--- src/hdl/assert_macros.svh ---
// Assertion macros shared by the sanitiser modules.
`ifndef ASSERT_MACROS_SVH
`define ASSERT_MACROS_SVH

// The expression must hold at every clock edge outside reset.
`define USV_ASSERT_ALWAYS(label, clk, rst, expr, msg) \
   label: assert property (@(posedge clk) disable iff (rst) (expr)) else $error(msg);

// The consequent must hold whenever the antecedent does, outside reset.
`define USV_ASSERT_IMPL(label, clk, rst, ante, cons, msg) \
   label: assert property (@(posedge clk) disable iff (rst) (ante) |-> (cons)) else $error(msg);

`endif

--- src/hdl/usv_pkg.sv ---
package usv_pkg;

   // Byte classification masks and tags.
   localparam logic [7:0] ASCII_LIMIT = 8'h80;
   localparam logic [7:0] CONT_MASK   = 8'hC0;
   localparam logic [7:0] CONT_TAG    = 8'h80;
   localparam logic [7:0] LEAD2_MASK  = 8'hE0;
   localparam logic [7:0] LEAD2_TAG   = 8'hC0;
   localparam logic [7:0] LEAD3_MASK  = 8'hF0;
   localparam logic [7:0] LEAD3_TAG   = 8'hE0;
   localparam logic [7:0] LEAD4_MASK  = 8'hF8;
   localparam logic [7:0] LEAD4_TAG   = 8'hF0;

   // Continuation bytes still missing after each lead form.
   localparam logic [1:0] NEED_LEAD2 = 2'd1;
   localparam logic [1:0] NEED_LEAD3 = 2'd2;
   localparam logic [1:0] NEED_LEAD4 = 2'd3;

   // Number of pending bytes that can be held.
   localparam int HELD_DEPTH = 3;

   // One burst of results caused by a single input transfer.
   typedef struct packed {
      logic [3:0][7:0] bytes;     // bytes in emission order, entry 0 first
      logic [1:0]      last_idx;  // index of the final byte of the burst
      logic            marker;    // end-of-message marker without data
      logic            msg_end;   // final burst of the message
   } burst_type;

   // Queue status seen by the front and back ends.
   typedef struct packed {
      logic full;
      logic empty;
   } q_status_type;

endpackage

--- src/hdl/usv_front.sv ---
module usv_front
   import usv_pkg::*;
(
   input  logic         clock,
   input  logic         reset,
   input  logic         req_tvalid,
   output logic         req_tready,
   input  logic [7:0]   req_tdata,
   input  logic         req_tlast,
   input  q_status_type q_status,
   output logic         push,
   output burst_type    push_data
);

   logic [7:0] held_ff [HELD_DEPTH];
   logic [7:0] held_in [HELD_DEPTH];
   logic [1:0] held_count_ff, held_count_in;
   logic [1:0] needed_count_ff, needed_count_in;
   logic       is_cont;
   logic       fresh;
   logic [2:0] n_out;
   logic       accept;
   burst_type  burst;

   assign req_tready = !q_status.full;
   assign accept     = req_tvalid && req_tready;
   assign is_cont    = (req_tdata & CONT_MASK) == CONT_TAG;

   // Classify the byte against the pending sequence and build its burst.
   always_comb begin
      held_in         = held_ff;
      held_count_in   = held_count_ff;
      needed_count_in = needed_count_ff;
      burst           = '0;
      n_out           = 3'd0;
      fresh           = 1'b1;

      if (held_count_ff != 2'd0) begin
         if (is_cont) begin
            fresh = 1'b0;
            if (needed_count_ff <= 2'd1) begin
               // Sequence complete: held bytes followed by this byte.
               for (int i = 0; i < HELD_DEPTH; i++) begin
                  if (2'(i) < held_count_ff) begin
                     burst.bytes[i] = held_ff[i];
                  end
               end
               burst.bytes[held_count_ff] = req_tdata;
               n_out           = {1'b0, held_count_ff} + 3'd1;
               held_count_in   = 2'd0;
               needed_count_in = 2'd0;
            end else if (held_count_ff < 2'(HELD_DEPTH)) begin
               held_in[held_count_ff] = req_tdata;
               held_count_in          = held_count_ff + 2'd1;
               needed_count_in        = needed_count_ff - 2'd1;
            end else begin
               held_count_in   = 2'd0;
               needed_count_in = 2'd0;
            end
         end else begin
            // Broken sequence: drop what is held and start afresh.
            held_count_in   = 2'd0;
            needed_count_in = 2'd0;
         end
      end

      if (fresh) begin
         if (req_tdata < ASCII_LIMIT) begin
            burst.bytes[0] = req_tdata;
            n_out          = 3'd1;
         end else if ((req_tdata & LEAD2_MASK) == LEAD2_TAG) begin
            held_in[0]      = req_tdata;
            held_count_in   = 2'd1;
            needed_count_in = NEED_LEAD2;
         end else if ((req_tdata & LEAD3_MASK) == LEAD3_TAG) begin
            held_in[0]      = req_tdata;
            held_count_in   = 2'd1;
            needed_count_in = NEED_LEAD3;
         end else if ((req_tdata & LEAD4_MASK) == LEAD4_TAG) begin
            held_in[0]      = req_tdata;
            held_count_in   = 2'd1;
            needed_count_in = NEED_LEAD4;
         end
      end

      // The end of the message discards any incomplete sequence.
      if (req_tlast) begin
         held_count_in   = 2'd0;
         needed_count_in = 2'd0;
         burst.msg_end   = 1'b1;
         if (n_out == 3'd0) begin
            burst.marker = 1'b1;
            n_out        = 3'd1;
         end
      end

      burst.last_idx = 2'(n_out - 3'd1);
   end

   assign push      = accept && (n_out != 3'd0);
   assign push_data = burst;

   // Pending sequence state.
   always_ff @(posedge clock) begin
      if (reset) begin
         held_count_ff   <= 2'd0;
         needed_count_ff <= 2'd0;
      end else if (accept) begin
         held_count_ff   <= held_count_in;
         needed_count_ff <= needed_count_in;
      end
   end

   always_ff @(posedge clock) begin
      if (accept) begin
         held_ff <= held_in;
      end
   end

   `include "assert_macros.svh"

   `USV_ASSERT_IMPL(a_held_fits, clock, reset, held_count_ff != 2'd0, ({1'b0, held_count_ff} + {1'b0, needed_count_ff}) <= 3'd4, "held and needed counts exceed a sequence")
   `USV_ASSERT_IMPL(a_need_with_held, clock, reset, held_count_ff != 2'd0, needed_count_ff != 2'd0, "bytes held with nothing needed")
   `USV_ASSERT_IMPL(a_idle_clear, clock, reset, held_count_ff == 2'd0, needed_count_ff == 2'd0, "bytes needed with nothing held")

endmodule

--- src/hdl/usv_queue.sv ---
module usv_queue
   import usv_pkg::*;
#(
   parameter int DEPTH = 4
) (
   input  logic         clock,
   input  logic         reset,
   input  logic         push,
   input  burst_type    push_data,
   input  logic         pop,
   output burst_type    pop_data,
   output q_status_type q_status
);

   localparam int PTR_W = $clog2(DEPTH);
   localparam int CNT_W = $clog2(DEPTH + 1);

   burst_type        entries_ff [DEPTH];
   logic [PTR_W-1:0] wr_ptr_ff, wr_ptr_in;
   logic [PTR_W-1:0] rd_ptr_ff, rd_ptr_in;
   logic [CNT_W-1:0] count_ff, count_in;

   assign q_status.full  = count_ff == CNT_W'(DEPTH);
   assign q_status.empty = count_ff == '0;
   assign pop_data       = entries_ff[rd_ptr_ff];

   // Pointer and fill count update.
   always_comb begin
      wr_ptr_in = wr_ptr_ff;
      rd_ptr_in = rd_ptr_ff;
      count_in  = count_ff;
      if (push) begin
         wr_ptr_in = (wr_ptr_ff == PTR_W'(DEPTH - 1)) ? '0 : wr_ptr_ff + PTR_W'(1);
      end
      if (pop) begin
         rd_ptr_in = (rd_ptr_ff == PTR_W'(DEPTH - 1)) ? '0 : rd_ptr_ff + PTR_W'(1);
      end
      if (push && !pop) begin
         count_in = count_ff + CNT_W'(1);
      end else if (pop && !push) begin
         count_in = count_ff - CNT_W'(1);
      end
   end

   always_ff @(posedge clock) begin
      if (reset) begin
         wr_ptr_ff <= '0;
         rd_ptr_ff <= '0;
         count_ff  <= '0;
      end else begin
         wr_ptr_ff <= wr_ptr_in;
         rd_ptr_ff <= rd_ptr_in;
         count_ff  <= count_in;
      end
   end

   always_ff @(posedge clock) begin
      if (push) begin
         entries_ff[wr_ptr_ff] <= push_data;
      end
   end

   `include "assert_macros.svh"

   `USV_ASSERT_ALWAYS(a_count_range, clock, reset, count_ff <= CNT_W'(DEPTH), "queue count beyond depth")
   `USV_ASSERT_IMPL(a_no_overflow, clock, reset, push, !q_status.full, "push into a full queue")
   `USV_ASSERT_IMPL(a_no_underflow, clock, reset, pop, !q_status.empty, "pop from an empty queue")

endmodule

--- src/hdl/usv_back.sv ---
module usv_back
   import usv_pkg::*;
(
   input  logic         clock,
   input  logic         reset,
   input  q_status_type q_status,
   input  burst_type    pop_data,
   output logic         pop,
   output logic         rsp_tvalid,
   input  logic         rsp_tready,
   output logic [7:0]   rsp_tdata,
   output logic [1:0]   rsp_tuser,
   output logic         rsp_tlast
);

   burst_type  cur_ff, cur_in;
   logic       valid_ff, valid_in;
   logic [1:0] idx_ff, idx_in;
   logic       out_take;
   logic       at_end;
   logic       need_load;

   assign out_take  = valid_ff && rsp_tready;
   assign at_end    = idx_ff == cur_ff.last_idx;
   assign need_load = !valid_ff || (out_take && at_end);
   assign pop       = need_load && !q_status.empty;

   // Step through the current burst and fetch the next one at its end.
   always_comb begin
      cur_in   = cur_ff;
      valid_in = valid_ff;
      idx_in   = idx_ff;
      if (need_load) begin
         valid_in = !q_status.empty;
         cur_in   = pop_data;
         idx_in   = 2'd0;
      end else if (out_take) begin
         idx_in = idx_ff + 2'd1;
      end
   end

   always_ff @(posedge clock) begin
      if (reset) begin
         valid_ff <= 1'b0;
         idx_ff   <= 2'd0;
      end else begin
         valid_ff <= valid_in;
         idx_ff   <= idx_in;
      end
   end

   always_ff @(posedge clock) begin
      cur_ff <= cur_in;
   end

   assign rsp_tvalid   = valid_ff;
   assign rsp_tdata    = cur_ff.marker ? 8'h00 : cur_ff.bytes[idx_ff];
   assign rsp_tuser[0] = !cur_ff.marker;
   assign rsp_tuser[1] = at_end;
   assign rsp_tlast    = at_end && cur_ff.msg_end;

   `include "assert_macros.svh"

   `USV_ASSERT_IMPL(a_marker_closes, clock, reset, valid_ff && cur_ff.marker, at_end && cur_ff.msg_end, "marker result does not close the message")
   `USV_ASSERT_IMPL(a_idx_range, clock, reset, valid_ff, idx_ff <= cur_ff.last_idx, "burst index past its last byte")

endmodule

--- src/hdl/utf8_sequence_sanitizer_unit.sv ---
// UTF-8 sequence sanitiser.
// The req channel takes one raw byte per transfer in req_tdata, with req_tlast
// marking the final byte of a message. The rsp channel returns only bytes of
// well-formed sequences: ASCII bytes pass at once, a multi-byte sequence is
// released whole when its last continuation byte arrives. Each rsp transfer
// carries one byte; rsp_tuser[1] marks the last result caused by one input
// byte and rsp_tlast the final result of the message. A message whose final
// byte completes nothing is closed by a marker transfer with rsp_tuser[0] low.
// A byte is accepted every cycle while the burst queue has room; results leave
// at one per cycle while rsp_tready is high, so a completed four-byte sequence
// takes four rsp transfers and the queue of QUEUE_DEPTH bursts absorbs the
// difference. The first result of a byte passes a queue entry, then cur_ff.
// Reset clears the pending sequence, the queue and the output stage; no
// result is pending afterwards. When the receiver stalls, the output holds
// its transfer, the queue fills, and req_tready falls once it is full.
module utf8_sequence_sanitizer_unit
   import usv_pkg::*;
#(
   parameter int QUEUE_DEPTH = 4
) (
   input  logic       clock,
   input  logic       reset,
   input  logic       req_tvalid,
   output logic       req_tready,
   input  logic [7:0] req_tdata,   // [7:0] in_byte
   input  logic       req_tlast,
   output logic       rsp_tvalid,
   input  logic       rsp_tready,
   output logic [7:0] rsp_tdata,   // [7:0] out_byte
   output logic [1:0] rsp_tuser,   // [0] byte_valid, [1] run_last
   output logic       rsp_tlast
);

   q_status_type q_status;
   logic         push;
   logic         pop;
   burst_type    push_data;
   burst_type    pop_data;

   usv_front u_front (
      .clock      (clock),
      .reset      (reset),
      .req_tvalid (req_tvalid),
      .req_tready (req_tready),
      .req_tdata  (req_tdata),
      .req_tlast  (req_tlast),
      .q_status   (q_status),
      .push       (push),
      .push_data  (push_data)
   );

   usv_queue #(
      .DEPTH (QUEUE_DEPTH)
   ) u_queue (
      .clock     (clock),
      .reset     (reset),
      .push      (push),
      .push_data (push_data),
      .pop       (pop),
      .pop_data  (pop_data),
      .q_status  (q_status)
   );

   usv_back u_back (
      .clock      (clock),
      .reset      (reset),
      .q_status   (q_status),
      .pop_data   (pop_data),
      .pop        (pop),
      .rsp_tvalid (rsp_tvalid),
      .rsp_tready (rsp_tready),
      .rsp_tdata  (rsp_tdata),
      .rsp_tuser  (rsp_tuser),
      .rsp_tlast  (rsp_tlast)
   );

endmodule

--- config.mk ---
export PLATFORM = sky130hd
export DESIGN_NAME = utf8_sequence_sanitizer_unit
export DESIGN_NICKNAME = d
export VERILOG_FILES = /design/src/hdl/usv_pkg.sv /design/src/hdl/usv_front.sv /design/src/hdl/usv_queue.sv /design/src/hdl/usv_back.sv /design/src/hdl/utf8_sequence_sanitizer_unit.sv
export VERILOG_INCLUDE_DIRS = /design/src /design/src/hdl
export SDC_FILE = /design/constraint.sdc
export NUM_CORES = 1
export LEC_CHECK = 0
export BUFFER_PORTS_ARGS = -buffer_cell sky130_fd_sc_hd__buf_2
export CORE_MARGIN = 1.5
export CORE_UTILIZATION = 31
export DETAILED_ROUTE_END_ITERATION = 8
export PLACE_DENSITY_LB_ADDON = 0.25
export SYNTH_ARGS = -nofsm -noshare
export SYNTH_HDL_FRONTEND = slang
export SYNTH_SLANG_ARGS = --single-unit
export TNS_END_PERCENT = 100
--- constraint.sdc ---
create_clock -name clock -period 5 [get_ports clock]
set_input_delay 0.25 -clock clock [delete_from_list [all_inputs] [get_ports clock]]
set_output_delay 0.25 -clock clock [all_outputs]
set_load 0.05 [all_outputs]
==> flow_summary.yaml <==
run_status:
  outcome: "complete, no violations"
synthesis:
  synth_top_flop_cell: "edfxtp_1"
  synth_cell_types: 52
  synth_cells: 476
  netlist_area_sq_mm: 0.00879
  ys_async_sr_fraction_pct: 0
  ys_seq_area_share_pct: 72.9
  avgSynthCellArea_sq_um: 18.5
  synth_edf_count: 204
  yosys_warnings: 0
  synth_seq_cells: 218
timing:
  fin_crit_sh_pct: 79.3
  skew_ns: 0.00935
  rsz0062_at_grt: "no"
  worstMarginPinSlew_ns: 1.05
  setup_viol: 0
  finalSetupTns_ns: 0
  min_period_ns: 3.96
  maxSlewViolCount: 0
  fmax_mhz: 252
  finalHoldViolations: 0
  relSlewSlack_pct: 29.9
critical_path:
  crit_slowest_cell: "o221a_2"
  worstPathRequired_ns: 5.44
  critPathTopFamily: "adder cells"
  slowest_delay_ns: 0.51
  timing.rr.start: "u_front.held_count_ff[0]"
  path_common_cell: "ha_1"
  crit_type: "flop to flop"
  rr_worst_depth: 13
  cp-startpoint: "u_front.held_count_ff[0]"
  startpoint_type: "flop"
  critPathCaptureType: "flop"
  arrival_ns: 4.40
  worst-path-buf-inv: 2
  worstPathMaxFanout: 19
  cp_num_cells: 13
  crit_chain: "inv_1, ha_1, nor3b_4, nand2_1, o221a_2, ha_1, a21oi_4, ha_1, inv_1, fa_1, xor2_1, or3_1, a21oi_1"
drt:
  route.vias.total: 4250
  routed_wl_mm: 17.6
  route.detailed.drc: 0
  vias_per_cell: 4.67
  routedWlPerCell_microns: 19.3
  drtAntennaViolNets: 0
  first_pass_iters: 5
  drt_iter0_drc: 290
finish:
  area_growth_pct: 15.3
  fillers: 2594
  num_antenna_cells: 0
  seq_area_sq_mm: 0.00641
  layout_commonest_cell: "edfxtp_1"
  nNetsFinal: 541
  final_cell_mix: "edfxtp_1, mux4_2, nor2_1"
  multiInputGateArea_sq_mm: 0.00222
  fin_cells: 911
  drive_gt1_share_pct: 25.0
grt:
  grt_pass1_vias: 4621
  grt_antenna_before_repair: 0
  grt_start_max_net_pins: 39
  grt_pass1_wl_mm: 27.3
  grt-ovfl-total: 0
  track_usage_pct: 12.6
pwr:
  vdd_ir_drop_max_mv: 0.243
  net-switching-power_mw: 1.41
  p_clk_share_pct: 32.9
  seqPwrFrac_pct: 48.2
  power.density_mw_per_mm2: 512
  switching_share_pct: 27.1
  comb_power_share_pct: 18.8
  p_leak_nw: 3.42
  p_int_mw: 3.78
  total_power_mw: 5.19
clocking:
  cts-hold-fix-buffers: 1
  cts_buffers: 24
  cts_tree: "built"
  clk_latency_ns: 0.51
  post_cts_buffers: 0
  cts.sinks: 218
  clock_path_buffers: 3
  cts_root_buf: "clkbuf_16"
  cts_repair_resize_count: 0
  htreeDepth: 1
  clkTransAtPathRegs_ns: 0.06
floorplanning:
  die_w_microns: 171
  core-area_sq_mm: 0.0279
  ios: 26
  die-area_sq_mm: 0.0294
  die_h_microns: 171
  start_util_pct: 31.5
  fp-row-count: 61
placed_design:
  gp_congestion: 0.780
  post-dp-hpwl_mm: 10.8
  dp_cells: 866
  port_buffers: 25
min_path:
  min_path_type: "primary input to flop"
  holdPathStages: 1
  min-delay-start: "req_tdata[0]"
run:
  drv_cap: 0
-- worst paths after layout --
check,endpoint,slack (ns)
setup / recovery,u_queue.count_ff[2],1.04
hold / removal,flop,0.02
setup reg to reg,u_queue.count_ff[2],1.04
hold reg to reg,u_queue.wr_ptr_ff[1],0.53
-- layout make-up --
class,instances,share of cell area [%]
clock buffers,37,6.72
inverters,22,0.815
clock inverters,7,0.864
multi-input cells,217,21.9
repair buffers,32,1.78
well taps,378,4.67
flip-flops and latches,218,63.2
-- synthesized netlist by cell type, types with 2 or more instances --
cell,instances,area share (%)
nand2_1,12,0.51
and2_1,13,0.93
inv_1,22,0.94
ha_1,12,1.7
a22oi_1,17,1.5
or3_1,2,0.14
o31ai_1,2,0.17
o21ai_0,10,0.57
xor2_1,4,0.40
or2_2,3,0.21
nand3b_1,2,0.17
nand2b_1,6,0.43
o22a_1,3,0.30
a21oi_1,6,0.34
nor2b_1,3,0.21
nor4_1,2,0.14
mux4_2,44,11
clkbuf_1,8,0.34
nand2_2,2,0.14
edfxtp_1,204,70
mux2i_1,5,0.57
mux2_2,4,0.51
nor3_1,3,0.17
dfxtp_1,14,3.2
buf_1,5,0.21
buf_2,6,0.34
and3_1,2,0.14
buf_4,2,0.17
a211oi_1,2,0.17
nor2_1,34,1.5
-- routing by layer --
metal / wire length [microns] / track usage, % / up-vias
li1: - / - / 1955
met1: 7790 / 16.0 / 2189
met2: 8820 / 21.9 / 88
met3: 740 / 2.21 / 18
met4: 229 / 3.66 / 0
met5: 0 / 0 / -
-- flip-flops by register name, summed over array words and instances (netlist names), named ones only --
signal and flops:
u_queue.rd_ptr_ff 2, u_queue.count_ff 3, u_front.held_ff 8, u_front.held_count_ff 2, u_queue.wr_ptr_ff 2, u_back.rsp_tvalid 1, u_back.idx_ff 2, u_back.cur_ff 36
u_front.needed_count_ff 2, u_queue.entries_ff 144
-- power by group through the flow --
stage / sequential [mW] / clock, mW / combinational [mW]
final: 2.50 / 1.71 / 0.976
after global routing: 2.55 / 1.83 / 1.06
after CTS: 2.52 / 1.76 / 1.00
after detailed placement: 2.55 / 0 / 1.01
after global placement: 2.54 / 0 / 0.988
after floorplan: 2.44 / 0 / 0.825
-- through the flow --
| stage | utilization, % | area [sq um] | hold slack, ns | worst slack (ns) |
|---|---|---|---|---|
| 5_1_grt | 36.4 | 10100 | 0.0142 | 0.731 |
| 6_report | 36.4 | 10100 | 0.0168 | 1.04 |
| 3_3_place_gp | 33.6 | 9360 | 0.503 | 1.20 |
| 2_1_floorplan | - | 8800 | 0.349 | 1.07 |
| 3_5_place_dp | 33.6 | 9360 | 0.519 | 1.05 |
| 4_1_cts | 36.4 | 10100 | 0.000128 | 1.03 |
-- cell families (layout without fill, tap and decap cells) --
family	count (synthesis)	in the layout	synth area share, %
AO/OA/AOI/OAI	52	52	4.60
XOR/XNOR	4	4	0.399
adder cells (fa/ha/maj)	13	13	1.94
buffers and inverters	44	98	2.14
flip-flops	218	218	72.9
multiplexers	53	53	12.4
other	1	4	0.0427
AND/OR/NAND/NOR	91	91	5.64
(Power assumes the default switching activity.)
